===== config.mk =====
export PLATFORM = sky130hd
export DESIGN_NAME = cyclic_upsample_smoother_flat
export DESIGN_NICKNAME = d
export VERILOG_FILES = /design/src/rtl/cus_pkg.sv /design/src/rtl/cus_if.sv /design/src/rtl/cyclic_upsample_smoother.sv /design/src/rtl/cus_div.sv /design/src/rtl/cus_dp.sv /design/src/rtl/cus_ctrl.sv /design/src/flat_wrapper.sv
export VERILOG_INCLUDE_DIRS = /design/src /design/src/rtl
export SDC_FILE = /design/constraint.sdc
export NUM_CORES = 1
export LEC_CHECK = 0
export ABC_AREA = 1
export CAP_MARGIN = 40
export CORE_UTILIZATION = 50
export CTS_CLUSTER_SIZE = 14
export DETAILED_ROUTE_END_ITERATION = 7
export DONT_BUFFER_PORTS = 1
export PLACE_DENSITY = 0.67
export SLEW_MARGIN = 20
export SYNTH_ARGS = -nofsm -noshare
export SYNTH_HDL_FRONTEND = slang
export SYNTH_SLANG_ARGS = --single-unit

===== constraint.sdc =====
create_clock -name clk -period 8.2 [get_ports clk]
set_clock_uncertainty 0.1 [all_clocks]
set_input_delay 0.41 -clock clk [delete_from_list [all_inputs] [get_ports clk]]
set_output_delay 0.41 -clock clk [all_outputs]
set_load 0.03 [all_outputs]

===== src/rtl/assert_macros.svh =====
// Assertion macros used by the top level of the upsampling smoother.
// Each macro expects clk and rst_n in the scope where it is used.
`ifndef ASSERT_MACROS_SVH
`define ASSERT_MACROS_SVH

// pre in this cycle implies post in this cycle
`define CUS_ASSERT_IMP(label, pre, post) \
    label: assert property (@(posedge clk) disable iff (!rst_n) (pre) |-> (post)) \
        else $error("cus: assertion failed");

// pre in this cycle implies post in the next cycle
`define CUS_ASSERT_NXT(label, pre, post) \
    label: assert property (@(posedge clk) disable iff (!rst_n) (pre) |=> (post)) \
        else $error("cus: assertion failed");

`endif


===== src/rtl/cus_pkg.sv =====
// Types and constants of the cyclic upsampling smoother.
// No dependencies; used by the interfaces and every module of the block.
package cus_pkg;

    localparam int SAMPLE_W   = 16;
    localparam int POS_W      = 15;
    localparam int WEIGHT_W   = 17;
    localparam int FACTOR_W   = 6;
    localparam int CFG_IDX_W  = 1;
    localparam int CFG_DATA_W = 17;
    localparam int MAG_W      = 16;
    localparam int PROD_W     = 35;

    localparam logic [WEIGHT_W-1:0] WEIGHT_ONE = 17'h10000;
    localparam logic [POS_W-1:0]    POS_MAX    = 15'h7FFF;

    typedef enum logic [CFG_IDX_W-1:0] {
        REG_WEIGHT = 1'b0,
        REG_FACTOR = 1'b1
    } cfg_reg_t;

    typedef struct packed {
        logic signed [SAMPLE_W-1:0] sample;
        logic                       end_of_record;
    } in_item_t;

    typedef struct packed {
        logic signed [SAMPLE_W-1:0] value;
        logic [POS_W-1:0]           position;
        logic                       final_res;
    } out_item_t;

    // where the value of the result in flight comes from
    typedef enum logic [1:0] {
        SRC_INTERP,
        SRC_SAMPLE,
        SRC_FIRST
    } src_t;

    typedef enum logic [2:0] {
        ST_IDLE,
        ST_FIRST,
        ST_DIV_START,
        ST_DIV_WAIT,
        ST_SEG_LOAD,
        ST_PREP,
        ST_MUL,
        ST_OUT
    } state_t;

    typedef struct packed {
        logic capture;
        logic seed;
        logic div_start;
        logic seg_wrap;
        logic seg_load;
        logic prep;
        logic mul;
        logic out_load;
        src_t src;
    } cmd_t;

    typedef struct packed {
        logic started;
        logic eor;
        logic div_busy;
        logic j_done;
        logic out_free;
    } status_t;

endpackage


===== src/rtl/cus_if.sv =====
// Handshake channels of the cyclic upsampling smoother: input items,
// result items and configuration writes. Depends on cus_pkg.
interface cus_in_if;
    logic               valid;
    logic               ready;
    cus_pkg::in_item_t  payload;

    modport source (output valid, output payload, input ready);
    modport sink   (input valid, input payload, output ready);
endinterface

interface cus_out_if;
    logic               valid;
    logic               ready;
    cus_pkg::out_item_t payload;

    modport source (output valid, output payload, input ready);
    modport sink   (input valid, input payload, output ready);
endinterface

interface cus_cfg_if;
    logic                              valid;
    logic                              ready;
    logic [cus_pkg::CFG_IDX_W-1:0]     index;
    logic [cus_pkg::CFG_DATA_W-1:0]    data;

    modport source (output valid, output index, output data, input ready);
    modport sink   (input valid, input index, input data, output ready);
endinterface


===== src/rtl/cyclic_upsample_smoother.sv =====
// Cyclic upsampling smoother: each sample of a cyclic record ends a segment
// that yields upsample_factor linearly interpolated values, each passed through
// a one-pole Q16 smoother; index 0 is held back and closes the record with
// final_res set. One item is in work at a time. The first sample of a record
// seeds the record state; any later sample runs the divider once for its
// segment, then a prepare, multiply and output step per result, and a closing
// sample adds a second segment of the same length. The output register lets
// the last result wait for the sink while the next item is taken.
// Configuration is taken at any time and must change only while idle.
// Depends on cus_pkg, cus_if, cus_ctrl, cus_dp and assert_macros.svh.
`include "assert_macros.svh"

module cyclic_upsample_smoother #(
    parameter int MAX_FACTOR = 32
) (
    input  logic        clk,
    input  logic        rst_n,
    cus_cfg_if.sink     cfg,
    cus_in_if.sink      samples,
    cus_out_if.source   results
);

    localparam int FW = cus_pkg::FACTOR_W;
    localparam logic [FW-1:0] FACTOR_MAX = FW'(MAX_FACTOR);

    logic [cus_pkg::WEIGHT_W-1:0] weight_reg;
    logic [FW-1:0]                factor_reg;
    logic [cus_pkg::WEIGHT_W-1:0] weight_eff;
    logic [FW-1:0]                factor_eff;

    cus_pkg::cmd_t    cmd;
    cus_pkg::status_t status;

    assign cfg.ready = 1'b1;

    always_ff @(posedge clk or negedge rst_n)
    begin
        if (!rst_n)
        begin
            weight_reg <= '0;
            factor_reg <= FW'(1);
        end
        else if (cfg.valid)
        begin
            unique case (cus_pkg::cfg_reg_t'(cfg.index))
                cus_pkg::REG_WEIGHT: weight_reg <= cfg.data[cus_pkg::WEIGHT_W-1:0];
                cus_pkg::REG_FACTOR: factor_reg <= cfg.data[FW-1:0];
                default:             factor_reg <= factor_reg;
            endcase
        end
    end

    // clamp weight to one and factor to 1..MAX_FACTOR
    assign weight_eff = (weight_reg > cus_pkg::WEIGHT_ONE) ? cus_pkg::WEIGHT_ONE : weight_reg;

    always_comb
    begin
        priority if (factor_reg == '0)
        begin
            factor_eff = FW'(1);
        end
        else if (factor_reg > FACTOR_MAX)
        begin
            factor_eff = FACTOR_MAX;
        end
        else
        begin
            factor_eff = factor_reg;
        end
    end

    cus_ctrl u_ctrl (
        .clk      (clk),
        .rst_n    (rst_n),
        .in_valid (samples.valid),
        .in_ready (samples.ready),
        .status   (status),
        .cmd      (cmd)
    );

    cus_dp #(
        .MAX_FACTOR (MAX_FACTOR)
    ) u_dp (
        .clk       (clk),
        .rst_n     (rst_n),
        .cmd       (cmd),
        .status    (status),
        .in_item   (samples.payload),
        .weight    (weight_eff),
        .factor    (factor_eff),
        .out_item  (results.payload),
        .out_valid (results.valid),
        .out_ready (results.ready)
    );

    `CUS_ASSERT_IMP(a_final_at_zero, results.valid && results.payload.final_res, results.payload.position == '0)
    `CUS_ASSERT_NXT(a_one_item, samples.valid && samples.ready, !samples.ready)
    `CUS_ASSERT_IMP(a_load_when_free, cmd.out_load, status.out_free)

endmodule


===== src/rtl/cus_div.sv =====
// Restoring divider, one quotient bit per cycle: segment span over factor.
// Depends on cus_pkg for the operand widths.
module cus_div (
    input  logic                          clk,
    input  logic                          rst_n,
    input  logic                          start,
    input  logic [cus_pkg::MAG_W-1:0]     dividend,
    input  logic [cus_pkg::FACTOR_W-1:0]  divisor,
    output logic                          busy,
    output logic [cus_pkg::MAG_W-1:0]     quot,
    output logic [cus_pkg::FACTOR_W-1:0]  rem
);

    localparam int STEPS = cus_pkg::MAG_W;
    localparam int CW    = $clog2(STEPS + 1);
    localparam int FW    = cus_pkg::FACTOR_W;

    logic [CW-1:0]    cnt_reg;
    logic             busy_reg;
    logic [STEPS-1:0] quot_reg;
    logic [FW-1:0]    rem_reg;
    logic [FW-1:0]    div_reg;

    logic [FW:0]      trial;
    logic             ge;
    logic [FW-1:0]    rem_next;

    assign trial    = {rem_reg, quot_reg[STEPS-1]};
    assign ge       = trial >= {1'b0, div_reg};
    assign rem_next = ge ? FW'(trial - {1'b0, div_reg}) : trial[FW-1:0];

    always_ff @(posedge clk or negedge rst_n)
    begin
        if (!rst_n)
        begin
            busy_reg <= 1'b0;
            cnt_reg  <= '0;
        end
        else if (start)
        begin
            busy_reg <= 1'b1;
            cnt_reg  <= CW'(STEPS);
        end
        else if (busy_reg)
        begin
            cnt_reg <= cnt_reg - 1'b1;
            if (cnt_reg == CW'(1))
            begin
                busy_reg <= 1'b0;
            end
        end
    end

    always_ff @(posedge clk)
    begin
        if (start)
        begin
            quot_reg <= dividend;
            rem_reg  <= '0;
            div_reg  <= divisor;
        end
        else if (busy_reg)
        begin
            quot_reg <= {quot_reg[STEPS-2:0], ge};
            rem_reg  <= rem_next;
        end
    end

    assign busy = busy_reg;
    assign quot = quot_reg;
    assign rem  = rem_reg;

endmodule


===== src/rtl/cus_dp.sv =====
// Datapath of the upsampling smoother: record state, segment stepping,
// smoothing multiply-add and the output register. Depends on cus_pkg, cus_div.
module cus_dp #(
    parameter int MAX_FACTOR = 32
) (
    input  logic                              clk,
    input  logic                              rst_n,
    input  cus_pkg::cmd_t                     cmd,
    output cus_pkg::status_t                  status,
    input  cus_pkg::in_item_t                 in_item,
    input  logic [cus_pkg::WEIGHT_W-1:0]      weight,
    input  logic [cus_pkg::FACTOR_W-1:0]      factor,
    output cus_pkg::out_item_t                out_item,
    output logic                              out_valid,
    input  logic                              out_ready
);

    localparam int JW = $clog2(MAX_FACTOR + 1);
    localparam int FW = cus_pkg::FACTOR_W;
    localparam int SW = cus_pkg::SAMPLE_W;
    localparam int MW = cus_pkg::MAG_W;
    localparam int PW = cus_pkg::PROD_W;

    // captured item
    logic signed [SW-1:0] sample_reg;
    logic                 eor_reg;

    // record state
    logic signed [SW-1:0]          first_reg;
    logic signed [SW-1:0]          prev_reg;
    logic signed [SW-1:0]          smooth_reg;
    logic                          started_reg;
    logic [cus_pkg::POS_W-1:0]     count_reg;

    // segment state
    logic signed [SW-1:0] a_reg;
    logic                 neg_reg;
    logic [MW-1:0]        q_reg;
    logic [FW-1:0]        rem_reg;
    logic [JW-1:0]        j_reg;

    // smoothing pipeline
    logic signed [SW-1:0] r_reg;
    logic signed [PW-1:0] prod_reg;

    cus_pkg::out_item_t   out_reg;
    logic                 out_valid_reg;

    // divider
    logic signed [SW:0]   seg_b;
    logic signed [SW:0]   seg_diff;
    logic [MW-1:0]        seg_mag;
    logic                 div_busy;
    logic [MW-1:0]        div_quot;
    logic [FW-1:0]        div_rem;

    logic [FW:0]          rem_sum;
    logic                 q_carry;
    logic signed [SW+1:0] interp_wide;
    logic signed [SW-1:0] r_next;
    logic signed [SW:0]   mul_diff;
    logic signed [PW-1:0] prod_next;
    logic signed [PW:0]   t_sum;
    logic signed [PW-16:0] y_wide;
    logic signed [SW-1:0] y_sat;

    assign seg_b    = cmd.seg_wrap ? {first_reg[SW-1], first_reg} : {sample_reg[SW-1], sample_reg};
    assign seg_diff = seg_b - {prev_reg[SW-1], prev_reg};
    assign seg_mag  = seg_diff[SW] ? MW'(-seg_diff) : MW'(seg_diff);

    cus_div u_div (
        .clk      (clk),
        .rst_n    (rst_n),
        .start    (cmd.div_start),
        .dividend (seg_mag),
        .divisor  (factor),
        .busy     (div_busy),
        .quot     (div_quot),
        .rem      (div_rem)
    );

    // step the magnitude |b - a| * j / factor by quotient and remainder
    assign rem_sum = {1'b0, rem_reg} + {1'b0, div_rem};
    assign q_carry = rem_sum >= {1'b0, factor};

    assign interp_wide = neg_reg ? ({{2{a_reg[SW-1]}}, a_reg} - {2'b00, q_reg})
                                 : ({{2{a_reg[SW-1]}}, a_reg} + {2'b00, q_reg});

    always_comb
    begin
        unique case (cmd.src)
            cus_pkg::SRC_INTERP: r_next = interp_wide[SW-1:0];
            cus_pkg::SRC_SAMPLE: r_next = sample_reg;
            cus_pkg::SRC_FIRST:  r_next = first_reg;
            default:             r_next = sample_reg;
        endcase
    end

    // y = (w * yprev + (1 - w) * r) written as r + w * (yprev - r)
    assign mul_diff  = {smooth_reg[SW-1], smooth_reg} - {r_reg[SW-1], r_reg};
    assign prod_next = $signed({1'b0, weight}) * mul_diff;

    assign t_sum  = $signed({{4{r_reg[SW-1]}}, r_reg, 16'h0000})
                  + $signed({prod_reg[PW-1], prod_reg})
                  + $signed((PW+1)'(32768));
    assign y_wide = t_sum[PW:16];

    always_comb
    begin
        priority if (y_wide > $signed((PW-15)'(32767)))
        begin
            y_sat = 16'sh7FFF;
        end
        else if (y_wide < -$signed((PW-15)'(32768)))
        begin
            y_sat = 16'sh8000;
        end
        else
        begin
            y_sat = y_wide[SW-1:0];
        end
    end

    always_ff @(posedge clk or negedge rst_n)
    begin
        if (!rst_n)
        begin
            sample_reg <= '0;
            eor_reg    <= 1'b0;
        end
        else if (cmd.capture)
        begin
            sample_reg <= in_item.sample;
            eor_reg    <= in_item.end_of_record;
        end
    end

    always_ff @(posedge clk or negedge rst_n)
    begin
        if (!rst_n)
        begin
            first_reg   <= '0;
            prev_reg    <= '0;
            smooth_reg  <= '0;
            started_reg <= 1'b0;
            count_reg   <= '0;
        end
        else if (cmd.seed)
        begin
            first_reg   <= sample_reg;
            prev_reg    <= sample_reg;
            smooth_reg  <= sample_reg;
            started_reg <= 1'b1;
            count_reg   <= cus_pkg::POS_W'(1);
        end
        else if (cmd.out_load)
        begin
            if (cmd.src == cus_pkg::SRC_FIRST)
            begin
                // record closed: back to the reset state
                first_reg   <= '0;
                prev_reg    <= '0;
                smooth_reg  <= '0;
                started_reg <= 1'b0;
                count_reg   <= '0;
            end
            else
            begin
                smooth_reg <= y_sat;
                if (count_reg != cus_pkg::POS_MAX)
                begin
                    count_reg <= count_reg + 1'b1;
                end
                if (cmd.src == cus_pkg::SRC_SAMPLE)
                begin
                    prev_reg <= sample_reg;
                end
            end
        end
    end

    always_ff @(posedge clk)
    begin
        if (cmd.div_start)
        begin
            a_reg   <= prev_reg;
            neg_reg <= seg_diff[SW];
        end
        if (cmd.seg_load)
        begin
            q_reg   <= div_quot;
            rem_reg <= div_rem;
        end
        else if (cmd.prep && cmd.src == cus_pkg::SRC_INTERP)
        begin
            q_reg   <= q_reg + div_quot + MW'(q_carry);
            rem_reg <= q_carry ? FW'(rem_sum - {1'b0, factor}) : rem_sum[FW-1:0];
        end
    end

    always_ff @(posedge clk or negedge rst_n)
    begin
        if (!rst_n)
        begin
            j_reg <= '0;
        end
        else if (cmd.seg_load)
        begin
            j_reg <= JW'(1);
        end
        else if (cmd.prep && cmd.src == cus_pkg::SRC_INTERP)
        begin
            j_reg <= j_reg + 1'b1;
        end
    end

    always_ff @(posedge clk)
    begin
        if (cmd.prep)
        begin
            r_reg <= r_next;
        end
        if (cmd.mul)
        begin
            prod_reg <= prod_next;
        end
    end

    always_ff @(posedge clk or negedge rst_n)
    begin
        if (!rst_n)
        begin
            out_valid_reg <= 1'b0;
        end
        else if (cmd.out_load)
        begin
            out_valid_reg <= 1'b1;
        end
        else if (out_ready)
        begin
            out_valid_reg <= 1'b0;
        end
    end

    always_ff @(posedge clk)
    begin
        if (cmd.out_load)
        begin
            out_reg.value     <= y_sat;
            out_reg.position  <= (cmd.src == cus_pkg::SRC_FIRST) ? '0 : count_reg;
            out_reg.final_res <= (cmd.src == cus_pkg::SRC_FIRST);
        end
    end

    assign status.started  = started_reg;
    assign status.eor      = eor_reg;
    assign status.div_busy = div_busy;
    assign status.j_done   = (FW'(j_reg) >= factor);
    assign status.out_free = !out_valid_reg || out_ready;

    assign out_item  = out_reg;
    assign out_valid = out_valid_reg;

endmodule


===== src/rtl/cus_ctrl.sv =====
// Sequencer of the upsampling smoother: walks each item through seeding,
// segment division, interpolation steps and result hand-off. Depends on cus_pkg.
module cus_ctrl (
    input  logic              clk,
    input  logic              rst_n,
    input  logic              in_valid,
    output logic              in_ready,
    input  cus_pkg::status_t  status,
    output cus_pkg::cmd_t     cmd
);

    cus_pkg::state_t state_reg, state_next;
    cus_pkg::src_t   src_reg, src_next;
    logic            wrap_reg, wrap_next;
    cus_pkg::src_t   prep_src;

    // interior values first, then the segment end point
    assign prep_src = !status.j_done ? cus_pkg::SRC_INTERP
                    : (wrap_reg ? cus_pkg::SRC_FIRST : cus_pkg::SRC_SAMPLE);

    always_ff @(posedge clk or negedge rst_n)
    begin
        if (!rst_n)
        begin
            state_reg <= cus_pkg::ST_IDLE;
            src_reg   <= cus_pkg::SRC_INTERP;
            wrap_reg  <= 1'b0;
        end
        else
        begin
            state_reg <= state_next;
            src_reg   <= src_next;
            wrap_reg  <= wrap_next;
        end
    end

    always_comb
    begin
        state_next = state_reg;
        src_next   = src_reg;
        wrap_next  = wrap_reg;
        unique case (state_reg)
            cus_pkg::ST_IDLE:
            begin
                if (in_valid)
                begin
                    wrap_next  = 1'b0;
                    state_next = status.started ? cus_pkg::ST_DIV_START : cus_pkg::ST_FIRST;
                end
            end
            cus_pkg::ST_FIRST:
            begin
                if (status.eor)
                begin
                    wrap_next  = 1'b1;
                    state_next = cus_pkg::ST_DIV_START;
                end
                else
                begin
                    state_next = cus_pkg::ST_IDLE;
                end
            end
            cus_pkg::ST_DIV_START: state_next = cus_pkg::ST_DIV_WAIT;
            cus_pkg::ST_DIV_WAIT:
            begin
                if (!status.div_busy)
                begin
                    state_next = cus_pkg::ST_SEG_LOAD;
                end
            end
            cus_pkg::ST_SEG_LOAD: state_next = cus_pkg::ST_PREP;
            cus_pkg::ST_PREP:
            begin
                src_next   = prep_src;
                state_next = cus_pkg::ST_MUL;
            end
            cus_pkg::ST_MUL: state_next = cus_pkg::ST_OUT;
            cus_pkg::ST_OUT:
            begin
                if (status.out_free)
                begin
                    unique case (src_reg)
                        cus_pkg::SRC_INTERP: state_next = cus_pkg::ST_PREP;
                        cus_pkg::SRC_SAMPLE:
                        begin
                            if (status.eor)
                            begin
                                wrap_next  = 1'b1;
                                state_next = cus_pkg::ST_DIV_START;
                            end
                            else
                            begin
                                state_next = cus_pkg::ST_IDLE;
                            end
                        end
                        cus_pkg::SRC_FIRST:  state_next = cus_pkg::ST_IDLE;
                        default:             state_next = cus_pkg::ST_IDLE;
                    endcase
                end
            end
            default: state_next = cus_pkg::ST_IDLE;
        endcase
    end

    always_comb
    begin
        cmd           = '0;
        cmd.src       = cus_pkg::SRC_INTERP;
        cmd.seg_wrap  = wrap_reg;
        in_ready      = 1'b0;
        unique case (state_reg)
            cus_pkg::ST_IDLE:
            begin
                in_ready    = 1'b1;
                cmd.capture = in_valid;
            end
            cus_pkg::ST_FIRST:     cmd.seed      = 1'b1;
            cus_pkg::ST_DIV_START: cmd.div_start = 1'b1;
            cus_pkg::ST_DIV_WAIT:  cmd.seed      = 1'b0;
            cus_pkg::ST_SEG_LOAD:  cmd.seg_load  = 1'b1;
            cus_pkg::ST_PREP:
            begin
                cmd.prep = 1'b1;
                cmd.src  = prep_src;
            end
            cus_pkg::ST_MUL:       cmd.mul       = 1'b1;
            cus_pkg::ST_OUT:
            begin
                cmd.out_load = status.out_free;
                cmd.src      = src_reg;
            end
            default:               cmd.seed      = 1'b0;
        endcase
    end

endmodule

===== src/flat_wrapper.sv =====
// flat-port wrapper written by rule: the top's interface ports become plain ports
module cyclic_upsample_smoother_flat 
#(
    parameter int MAX_FACTOR = 32
)
  (clk, rst_n, cfg_valid, cfg_index, cfg_data, cfg_ready, samples_valid, samples_payload, samples_ready, results_valid, results_payload, results_ready);
  cus_cfg_if cfg_i ();
  cus_in_if samples_i ();
  cus_out_if results_i ();
  input  logic clk;
  input  logic rst_n;
  input wire logic [$bits(cfg_i.valid)-1:0] cfg_valid;
  input wire logic [$bits(cfg_i.index)-1:0] cfg_index;
  input wire logic [$bits(cfg_i.data)-1:0] cfg_data;
  output wire logic [$bits(cfg_i.ready)-1:0] cfg_ready;
  input wire logic [$bits(samples_i.valid)-1:0] samples_valid;
  input wire logic [$bits(samples_i.payload)-1:0] samples_payload;
  output wire logic [$bits(samples_i.ready)-1:0] samples_ready;
  output wire logic [$bits(results_i.valid)-1:0] results_valid;
  output wire logic [$bits(results_i.payload)-1:0] results_payload;
  input wire logic [$bits(results_i.ready)-1:0] results_ready;
  assign cfg_i.valid = cfg_valid;
  assign cfg_i.index = cfg_index;
  assign cfg_i.data = cfg_data;
  assign cfg_ready = cfg_i.ready;
  assign samples_i.valid = samples_valid;
  assign samples_i.payload = samples_payload;
  assign samples_ready = samples_i.ready;
  assign results_valid = results_i.valid;
  assign results_payload = results_i.payload;
  assign results_i.ready = results_ready;
  cyclic_upsample_smoother #(.MAX_FACTOR(MAX_FACTOR)) u_core (.clk(clk), .rst_n(rst_n), .cfg(cfg_i), .samples(samples_i), .results(results_i));
endmodule

==> insert_results.sql, run 1 <==
INSERT INTO impl_metrics (metric_group, metric, value, unit) VALUES
('logic_synthesis', 'synth_most_common_cell', 'sky130_fd_sc_hd__nand2_1', ''),
('logic_synthesis', 'synth-async-reset-ratio', '0.477', ''),
('critical_path', 'r2r-end', 'u_core.u_dp.prod_reg[32]', ''),
('grt', 'first_global_vias', '21300', ''),
('cells_and_area', 'largest_register_ff_count', '32', ''),
('timing', 'fmax', '130', 'MHz'),
('timing', 'final_hold_viol_count', '0', ''),
('timing', 'final-setup-viol-count', '0', ''),
('placed_design', 'placement.io_buffers', '0', ''),
('logic_synthesis', 'portion_of_synthesized_cell_area_occupied_by_the_leading_cell_type', '0.175', ''),
('worst_hold_path', 'hold_path_startpoint', 'cfg_valid', ''),
('die', 'initial_core_util', '0.506', ''),
('critical_path', 'ff2ff_setup_slack', '0.54', 'ns'),
('critical_path', 'timing.critical_path.from_type', 'register', ''),
('timing', 'max_slew.worst_pin.slew', '0.826', 'ns'),
('routing', 'drt-pass1-iter-count', '6', ''),
('clock_network', 'clkLatencyLatePin', '0.58', 'ns'),
('routing', 'wl_per_cell', '17.9', 'µm'),
('timing', 'layout_min_cycle_time', '7.66', 'ns'),
('placed_design', 'post_placement_cell_area', '27500', 'µm²'),
('critical_path', 'critPathCaptureType', 'register', ''),
('cells_and_area', 'postLayoutCellArea', '29000', 'µm²'),
('critical_path', 'worst-path-max-fanout', '8', ''),
('die', 'core_area', '52600', 'µm²'),
('logic_synthesis', 'synth_top_cells_by_count', 'sky130_fd_sc_hd__nand2_1 (784), sky130_fd_sc_hd__inv_1 (662), sky130_fd_sc_hd__nor2_1 (296)', ''),
('routing', 'wl', '74.1', 'mm'),
('critical_path', 'worst_r2r_startpoint', 'u_core.u_dp.r_reg[0]', ''),
('placed_design', 'routabilityCongestion', '0.935', ''),
('critical_path', 'slowest_delay', '0.54', 'ns'),
('critical_path', 'worstPathArrival', '7.90', 'ns'),
('grt', 'grt_util_all_layers', '0.277', ''),
('worst_hold_path', 'hold_class', 'primary input to register', ''),
('logic_synthesis', 'post_synthesis_cell_area', '26600', 'µm²'),
('logic_synthesis', 'ys_dominant_reg_cell', 'sky130_fd_sc_hd__edfxtp_1', ''),
('routing', 'num_vias', '22100', ''),
('routing', 'post_drt_via_cell_ratio', '5.34', ''),
('outcome', 'run_status', 'completed', ''),
('die', 'dieWidth', '233', 'µm'),
('routing', 'drc', '0', ''),
('critical_path', 'data_required_time_of_the_worst_path', '8.43', 'ns'),
('grt', 'grt_antenna_before_repair', '0', ''),
('timing', 'grt_setup_unrepaired', 'false', ''),
('clock_network', 'postcts_setup_bufs', '0', ''),
('timing', 'final.setup.tns', '0', 'ns'),
('grt', 'grt-busiest-layer', 'met2', ''),
('worst_hold_path', 'timing.hold.worst_endpoint', 'u_core.weight_reg[11]', ''),
('clock_network', 'cts_made_buffers', '28', ''),
('flow_run', 'timing.max_cap.violations', '0', ''),
('grt', 'met1_usage', '0.405', ''),
('worst_hold_path', 'min_delay_path_depth', '2', ''),
('logic_synthesis', 'ys_top_cells_by_area', 'sky130_fd_sc_hd__fa_1 (17%), sky130_fd_sc_hd__edfxtp_1 (15%), sky130_fd_sc_hd__dfrtp_1 (11%)', ''),
('logic_synthesis', 'avgSynthCellArea', '7.84', 'µm²'),
('routing', 'drt_first_iter_violations', '1842', ''),
('logic_synthesis', 'number_of_unique_standard_cell_types_used_by_synthesis', '65', ''),
('critical_path', 'cell_with_the_largest_stage_delay_on_the_worst_path', 'sky130_fd_sc_hd__fa_1', ''),
('timing', 'timing.final.crit_share', '0.935', ''),
('die', 'top_level_ports', '75', ''),
('clock_network', 'cts_htree_levels', '1', ''),
('die', 'row_count', '84', ''),
('clock_network', 'number_of_sinks_on_the_clock_net', '258', ''),
('logic_synthesis', 'synth.net_count', '3896', ''),
('logic_synthesis', 'synth.yosys.seq_area_share', '0.266', ''),
('grt', 'global_route.usage.met2', '0.428', ''),
('clock_network', 'clock_tree.buffer_depth', '3', ''),
('logic_synthesis', 'synthesis.yosys.warnings', '0', ''),
('grt', 'wire_length_of_the_first_global_routing_pass', '117', 'mm'),
('die', 'die_span_y', '233', 'µm'),
('logic_synthesis', 'netlist.top_cell.by_area', 'sky130_fd_sc_hd__fa_1', ''),
('cells_and_area', 'post_route_cells_drive_above_1_share', '0.0559', ''),
('routing', 'ant_nets', '0', ''),
('grt', 'grt_start_max_net_pins', '124', '');
metrics by stage:
stage	hold WS [ns]	util	setup slack, ns	instances
floorplan	0.0144	-	1.02	3390
global placement	0.0176	0.521	0.518	4043
detailed placement	0.0177	0.523	0.450	4048
CTS	0.0722	0.550	0.434	4137
global route	0.0497	0.551	0.00631	4139
finish	0.0572	0.551	0.535	4140
worst max-delay path, delay by kind of cell (launching register included):
kind,cells,cell delay [ns]
simple gates,10,0.86
flops,1,0.44
fa+ha+maj,9,4.11
buf+inv,6,0.51
compound gates,7,1.36
final cells by class:
type                    count  area [µm²]
diodes                      1        2.50
clock buffers              41         841
clock inverters            10         165
fillers                  4943       23600
inverters                 685        2570
multi-input cells        2372       16600
flip-flops and latches    258        7070
well taps                 688         861
repair buffers             85         830
worst max-delay path by stage:
stage | startpoint | endpoint | slack, ns
3_5_place_dp | u_core.u_dp.r_reg[0] | u_core.u_dp.prod_reg[29] | 0.45
2_1_floorplan | u_core.u_dp.r_reg[0] | u_core.u_dp.prod_reg[29] | 1.02
5_1_grt | u_core.u_dp.r_reg[0] | u_core.u_dp.prod_reg[33] | 0.006
3_3_place_gp | u_core.u_dp.r_reg[0] | u_core.u_dp.prod_reg[32] | 0.52
4_1_cts | u_core.u_dp.r_reg[0] | u_core.u_dp.prod_reg[29] | 0.43
6_report | u_core.u_dp.r_reg[0] | u_core.u_dp.prod_reg[32] | 0.54
cell families (layout without fill, tap and decap cells):
kind of cell               Yosys count  count (layout)  share of synthesized area
xor gates and xnor gates            74              74                     0.0252
AOI/OAI and AO/OA                  486             486                      0.101
other                                1               2                   0.000141
buffers and inverters              760             821                      0.110
adders and majority gates          466             466                      0.285
DFF                                258             258                      0.266
muxes                                6               6                    0.00254
and+or+nand+nor                   1339            1339                      0.209
repair_timing:
item	CTS	global route
endpoints found under the hold margin	165	0
endpoints found under the setup margin	0	4
gates resized for setup	0	7
hold buffers	38	0
routing by layer:
layer | wire length, µm | up-vias
met4 | 1590 | 0
met5 | 0 | -
li1 | - | 10800
met3 | 5470 | 80
met1 | 34600 | 10500
met2 | 32400 | 713
cell usage in the layout, fill, tap and decap left out, types with 7 or more instances in the layout:
cell type / netlist / layout
sky130_fd_sc_hd__nor2_1: 296 / 295
sky130_fd_sc_hd__inv_1: 662 / 661
sky130_fd_sc_hd__o211ai_1: 23 / 23
sky130_fd_sc_hd__or2_2: 13 / 13
sky130_fd_sc_hd__edfxtp_1: 129 / 129
sky130_fd_sc_hd__a31oi_1: 17 / 16
sky130_fd_sc_hd__nand4_1: 26 / 26
sky130_fd_sc_hd__o31ai_1: 9 / 9
sky130_fd_sc_hd__clkbuf_16: 0 / 29
sky130_fd_sc_hd__ha_1: 234 / 234
sky130_fd_sc_hd__fa_1: 232 / 232
sky130_fd_sc_hd__o22ai_1: 12 / 12
sky130_fd_sc_hd__nor3_1: 32 / 29
sky130_fd_sc_hd__clkinv_1: 9 / 9
sky130_fd_sc_hd__nand3_1: 120 / 120
sky130_fd_sc_hd__buf_4: 6 / 41
sky130_fd_sc_hd__a21o_1: 11 / 11
sky130_fd_sc_hd__clkbuf_8: 0 / 7
sky130_fd_sc_hd__nor2_2: 10 / 10
sky130_fd_sc_hd__nand2_2: 20 / 22
sky130_fd_sc_hd__nand3b_1: 8 / 8
sky130_fd_sc_hd__xnor2_1: 29 / 29
sky130_fd_sc_hd__dlygate4sd3_1: 0 / 37
sky130_fd_sc_hd__nand2_1: 784 / 782
sky130_fd_sc_hd__xor2_1: 42 / 42
sky130_fd_sc_hd__o21ai_0: 199 / 199
sky130_fd_sc_hd__inv_2: 14 / 15
sky130_fd_sc_hd__a21oi_1: 177 / 177
sky130_fd_sc_hd__dfrtp_1: 122 / 122
Power of run 1 is left out: the tool's default activity adds up to more than one toggle a clock period on the data nets, which glitch-free logic cannot reach.
==> run 2: changes to the inputs <==
--- a/config.mk
+++ b/config.mk
@@ -7,7 +7,6 @@
 export NUM_CORES = 1
 export LEC_CHECK = 0
 export ABC_AREA = 1
-export CAP_MARGIN = 40
 export CORE_UTILIZATION = 50
 export CTS_CLUSTER_SIZE = 14
 export DETAILED_ROUTE_END_ITERATION = 7
@@ -16,4 +15,5 @@
 export SLEW_MARGIN = 20
 export SYNTH_ARGS = -nofsm -noshare
 export SYNTH_HDL_FRONTEND = slang
+export SYNTH_HIERARCHICAL = 1
 export SYNTH_SLANG_ARGS = --single-unit
==> run 2 against run 1 <==
Effect of this change: routed wire length grew 4.9%; global-route usage up 1.9 points; sequential share of layout area is 0.15 points higher; design area is 0.61% lower; register-to-register slack lost 0.11 ns; via count grew 1.2%; highest routed layer unchanged.
==> insert_results.sql, run 2 <==
INSERT INTO impl_metrics (metric_group, metric, value, unit) VALUES
('timing', 'final_hold_viol_count', '0', ''),
('logic_synthesis', 'ys_top_cells_by_area', 'sky130_fd_sc_hd__fa_1 (18%), sky130_fd_sc_hd__edfxtp_1 (15%), sky130_fd_sc_hd__dfrtp_1 (12%)', ''),
('logic_synthesis', 'synth.yosys.seq_area_share', '0.267', ''),
('placed_design', 'routabilityCongestion', '0.967', ''),
('critical_path', 'cell_with_the_largest_stage_delay_on_the_worst_path', 'sky130_fd_sc_hd__fa_1', ''),
('cells_and_area', 'largest_register_ff_count', '32', ''),
('critical_path', 'critPathKind', 'register to register', ''),
('logic_synthesis', 'synth_top_cells_by_count', 'sky130_fd_sc_hd__nand2_1 (715), sky130_fd_sc_hd__inv_1 (633), sky130_fd_sc_hd__nor2_1 (318)', ''),
('timing', 'layout_min_cycle_time', '7.78', 'ns'),
('timing', 'grt_setup_unrepaired', 'false', ''),
('worst_hold_path', 'hold_path_startpoint', 'samples_valid', ''),
('routing', 'wl', '77.8', 'mm'),
('die', 'dieWidth', '232', 'µm'),
('die', 'die_span_y', '232', 'µm'),
('timing', 'timing.final.crit_share', '0.949', ''),
('logic_synthesis', 'netlist.top_cell.by_area', 'sky130_fd_sc_hd__fa_1', ''),
('clock_network', 'cts_htree_levels', '1', ''),
('cells_and_area', 'final_common_cell', 'sky130_fd_sc_hd__nand2_1', ''),
('routing', 'wl_per_cell', '19.1', 'µm'),
('timing', 'timing.max_slew.rel_slack', '0.276', ''),
('grt', 'grt_antenna_before_repair', '0', ''),
('grt', 'grt_start_max_net_pins', '124', ''),
('critical_path', 'number_of_cells_on_the_worst_reg_to_reg_path', '32', ''),
('logic_synthesis', 'synth-async-reset-ratio', '0.477', ''),
('critical_path', 'data_required_time_of_the_worst_path', '8.45', 'ns'),
('logic_synthesis', 'ys_dominant_reg_cell', 'sky130_fd_sc_hd__edfxtp_1', ''),
('clock_network', 'cts_root_buffer', 'sky130_fd_sc_hd__clkbuf_16', ''),
('logic_synthesis', 'synthesis.yosys.warnings', '6', ''),
('die', 'top_level_ports', '75', ''),
('die', 'design.die.area', '54000', 'µm²'),
('placed_design', 'placement.io_buffers', '0', ''),
('routing', 'ant_nets', '0', ''),
('grt', 'first_global_vias', '23000', ''),
('timing', 'final-setup-viol-count', '0', ''),
('clock_network', 'clock_tree.buffer_depth', '3', ''),
('timing', 'final_max_slew_viol_count', '0', ''),
('worst_hold_path', 'min_delay_path_depth', '4', ''),
('cells_and_area', 'num-nets-final', '3869', ''),
('logic_synthesis', 'synth.net_count', '3842', ''),
('timing', 'max_slew.worst_pin.slew', '1.09', 'ns'),
('die', 'initial_core_util', '0.506', ''),
('clock_network', 'cts_tree', 'done', ''),
('routing', 'num_vias', '22400', ''),
('critical_path', 'worstPathArrival', '8.03', 'ns'),
('clock_network', 'number_of_sinks_on_the_clock_net', '258', ''),
('critical_path', 'critPathCaptureType', 'register', ''),
('outcome', 'run_status', 'completed', ''),
('critical_path', 'worst-path-max-fanout', '14', ''),
('worst_hold_path', 'timing.hold.worst_endpoint', 'u_core/u_ctrl/state_reg[1]', ''),
('logic_synthesis', 'synth_enable_flop_cells', '129', ''),
('timing', 'final.setup.tns', '0', 'ns'),
('cells_and_area', 'area_growth', '8.57', '%'),
('grt', 'wire_length_of_the_first_global_routing_pass', '125', 'mm'),
('critical_path', 'r2r-end', 'u_core/u_dp/prod_reg[30]', ''),
('clock_network', 'cts_made_buffers', '30', ''),
('logic_synthesis', 'netlist_instances', '3335', ''),
('critical_path', 'ff2ff_setup_slack', '0.42', 'ns'),
('logic_synthesis', 'post_synthesis_cell_area', '26500', 'µm²'),
('routing', 'drt-pass1-iter-count', '7', ''),
('logic_synthesis', 'synth_most_common_cell', 'sky130_fd_sc_hd__nand2_1', ''),
('routing', 'post_drt_via_cell_ratio', '5.49', ''),
('logic_synthesis', 'avgSynthCellArea', '7.95', 'µm²'),
('routing', 'drt_first_iter_violations', '1875', ''),
('clock_network', 'clock_slew_seen_by_the_registers_of_the_worst_setup_and_hold_paths', '0.06', 'ns'),
('critical_path', 'timing.critical_path.mode_cell', 'sky130_fd_sc_hd__nand2_1', ''),
('placed_design', 'place_hpwl', '62.6', 'mm'),
('cells_and_area', 'post_route_cells_drive_above_1_share', '0.0602', ''),
('logic_synthesis', 'number_of_unique_standard_cell_types_used_by_synthesis', '64', ''),
('clock_network', 'clkLatencyLatePin', '0.60', 'ns'),
('critical_path', 'timing.critical_path.from_type', 'register', ''),
('critical_path', 'slowest_delay', '0.60', 'ns'),
('grt', 'grt_util_all_layers', '0.297', ''),
('die', 'row_count', '84', ''),
('critical_path', 'worst_r2r_startpoint', 'u_core/u_dp/r_reg[0]', ''),
('logic_synthesis', 'synth_seq_cells', '258', ''),
('routing', 'drc', '0', ''),
('grt', 'overflow', '0', ''),
('flow_run', 'timing.max_cap.violations', '0', ''),
('worst_hold_path', 'hold_class', 'primary input to register', ''),
('logic_synthesis', 'portion_of_synthesized_cell_area_occupied_by_the_leading_cell_type', '0.175', ''),
('die', 'core_area', '52400', 'µm²'),
('timing', 'fmax', '129', 'MHz'),
('cells_and_area', 'layout_common_cells', 'sky130_fd_sc_hd__nand2_1 (715), sky130_fd_sc_hd__inv_1 (631), sky130_fd_sc_hd__nor2_1 (315), sky130_fd_sc_hd__ha_1 (235), sky130_fd_sc_hd__fa_1 (232)', '');
==> run 2: changes by cell type after synthesis, sizes merged, moves of 9 or more <==
cell	delta
inv	-36
nand2	-70
nand3	+22
nor2	+20
o21a	+9
o21ai	-22
o221ai	+11
or2	+15
xnor2	-14
xor2	+21
==> run 2: area by class of cell <==
cell class	instances	area (µm²)
well taps	688	861
flip-flops and latches	258	7070
clock inverters	22	293
clock buffers	34	776
diodes	1	2.50
repair buffers	82	726
inverters	649	2440
fillers	4888	23700
multi-input cells	2341	16600
==> run 2: kinds of logic (layout without fill, tap and decap cells) <==
logic type	Yosys count	count (layout)	share of synthesized area
AOI/OAI and AO/OA	462	462	0.0997
xor gates and xnor gates	81	81	0.0270
adders and majority gates	467	467	0.286
buffers and inverters	736	787	0.108
DFF	258	258	0.267
muxes	2	2	0.000849
other	1	2	0.000141
and+or+nand+nor	1328	1328	0.212
==> run 2: per-stage QoR <==
stage / util / hold slack (ns) / cells / cell area, µm² / worst slack [ns]
after floorplan: - / 0.0144 / 3335 / 26500 / 1.11
after global placement: 0.521 / 0.0177 / 3979 / 27300 / 0.567
after detailed placement: 0.521 / 0.0185 / 3979 / 27300 / 0.547
after CTS: 0.549 / 0.0167 / 4072 / 28800 / 0.548
after global routing: 0.549 / 0.105 / 4074 / 28800 / 0.00594
final: 0.549 / 0.0503 / 4075 / 28800 / 0.422
==> run 2: worst max-delay path by stage <==
stage	start	to	cells after the start	slack [ns]
after detailed placement	u_core/u_dp/r_reg[0]	u_core/u_dp/prod_reg[32]	29	0.55
after floorplan	u_core/u_dp/r_reg[0]	u_core/u_dp/prod_reg[34]	36	1.11
after global routing	u_core/u_dp/r_reg[2]	u_core/u_dp/prod_reg[30]	32	0.006
after CTS	u_core/u_dp/r_reg[0]	u_core/u_dp/prod_reg[32]	29	0.55
after global placement	u_core/u_dp/r_reg[0]	u_core/u_dp/prod_reg[34]	32	0.57
final	u_core/u_dp/r_reg[0]	u_core/u_dp/prod_reg[30]	32	0.42
==> run 2: metal layers <==
layer,track usage,vias up,routed length (µm)
met1,0.404,10800,34400
met3,0.0373,142,5000
met4,0.108,0,2870
li1,-,10600,-
met5,0,-,0
met2,0.483,827,35500
==> run 2: worst max-delay path, delay by kind of cell (launching register included) <==
kind	cells	cell delay [ns]
AO/OA/AOI/OAI	5	0.57
buffers and inverters	6	0.73
AND/OR/NAND/NOR	12	1.54
adder cells (fa/ha/maj)	9	4.12
flip-flops	1	0.44
==> run 2: repair_timing <==
action / 4_1_cts / 5_1_grt
setup buffers: 0 / 2
setup endpoints to repair: 0 / 2
gates resized for setup: 0 / 2
hold buffers: 37 / 0
hold endpoints to repair: 164 / 0
Power of run 2 is left out for the same reason.
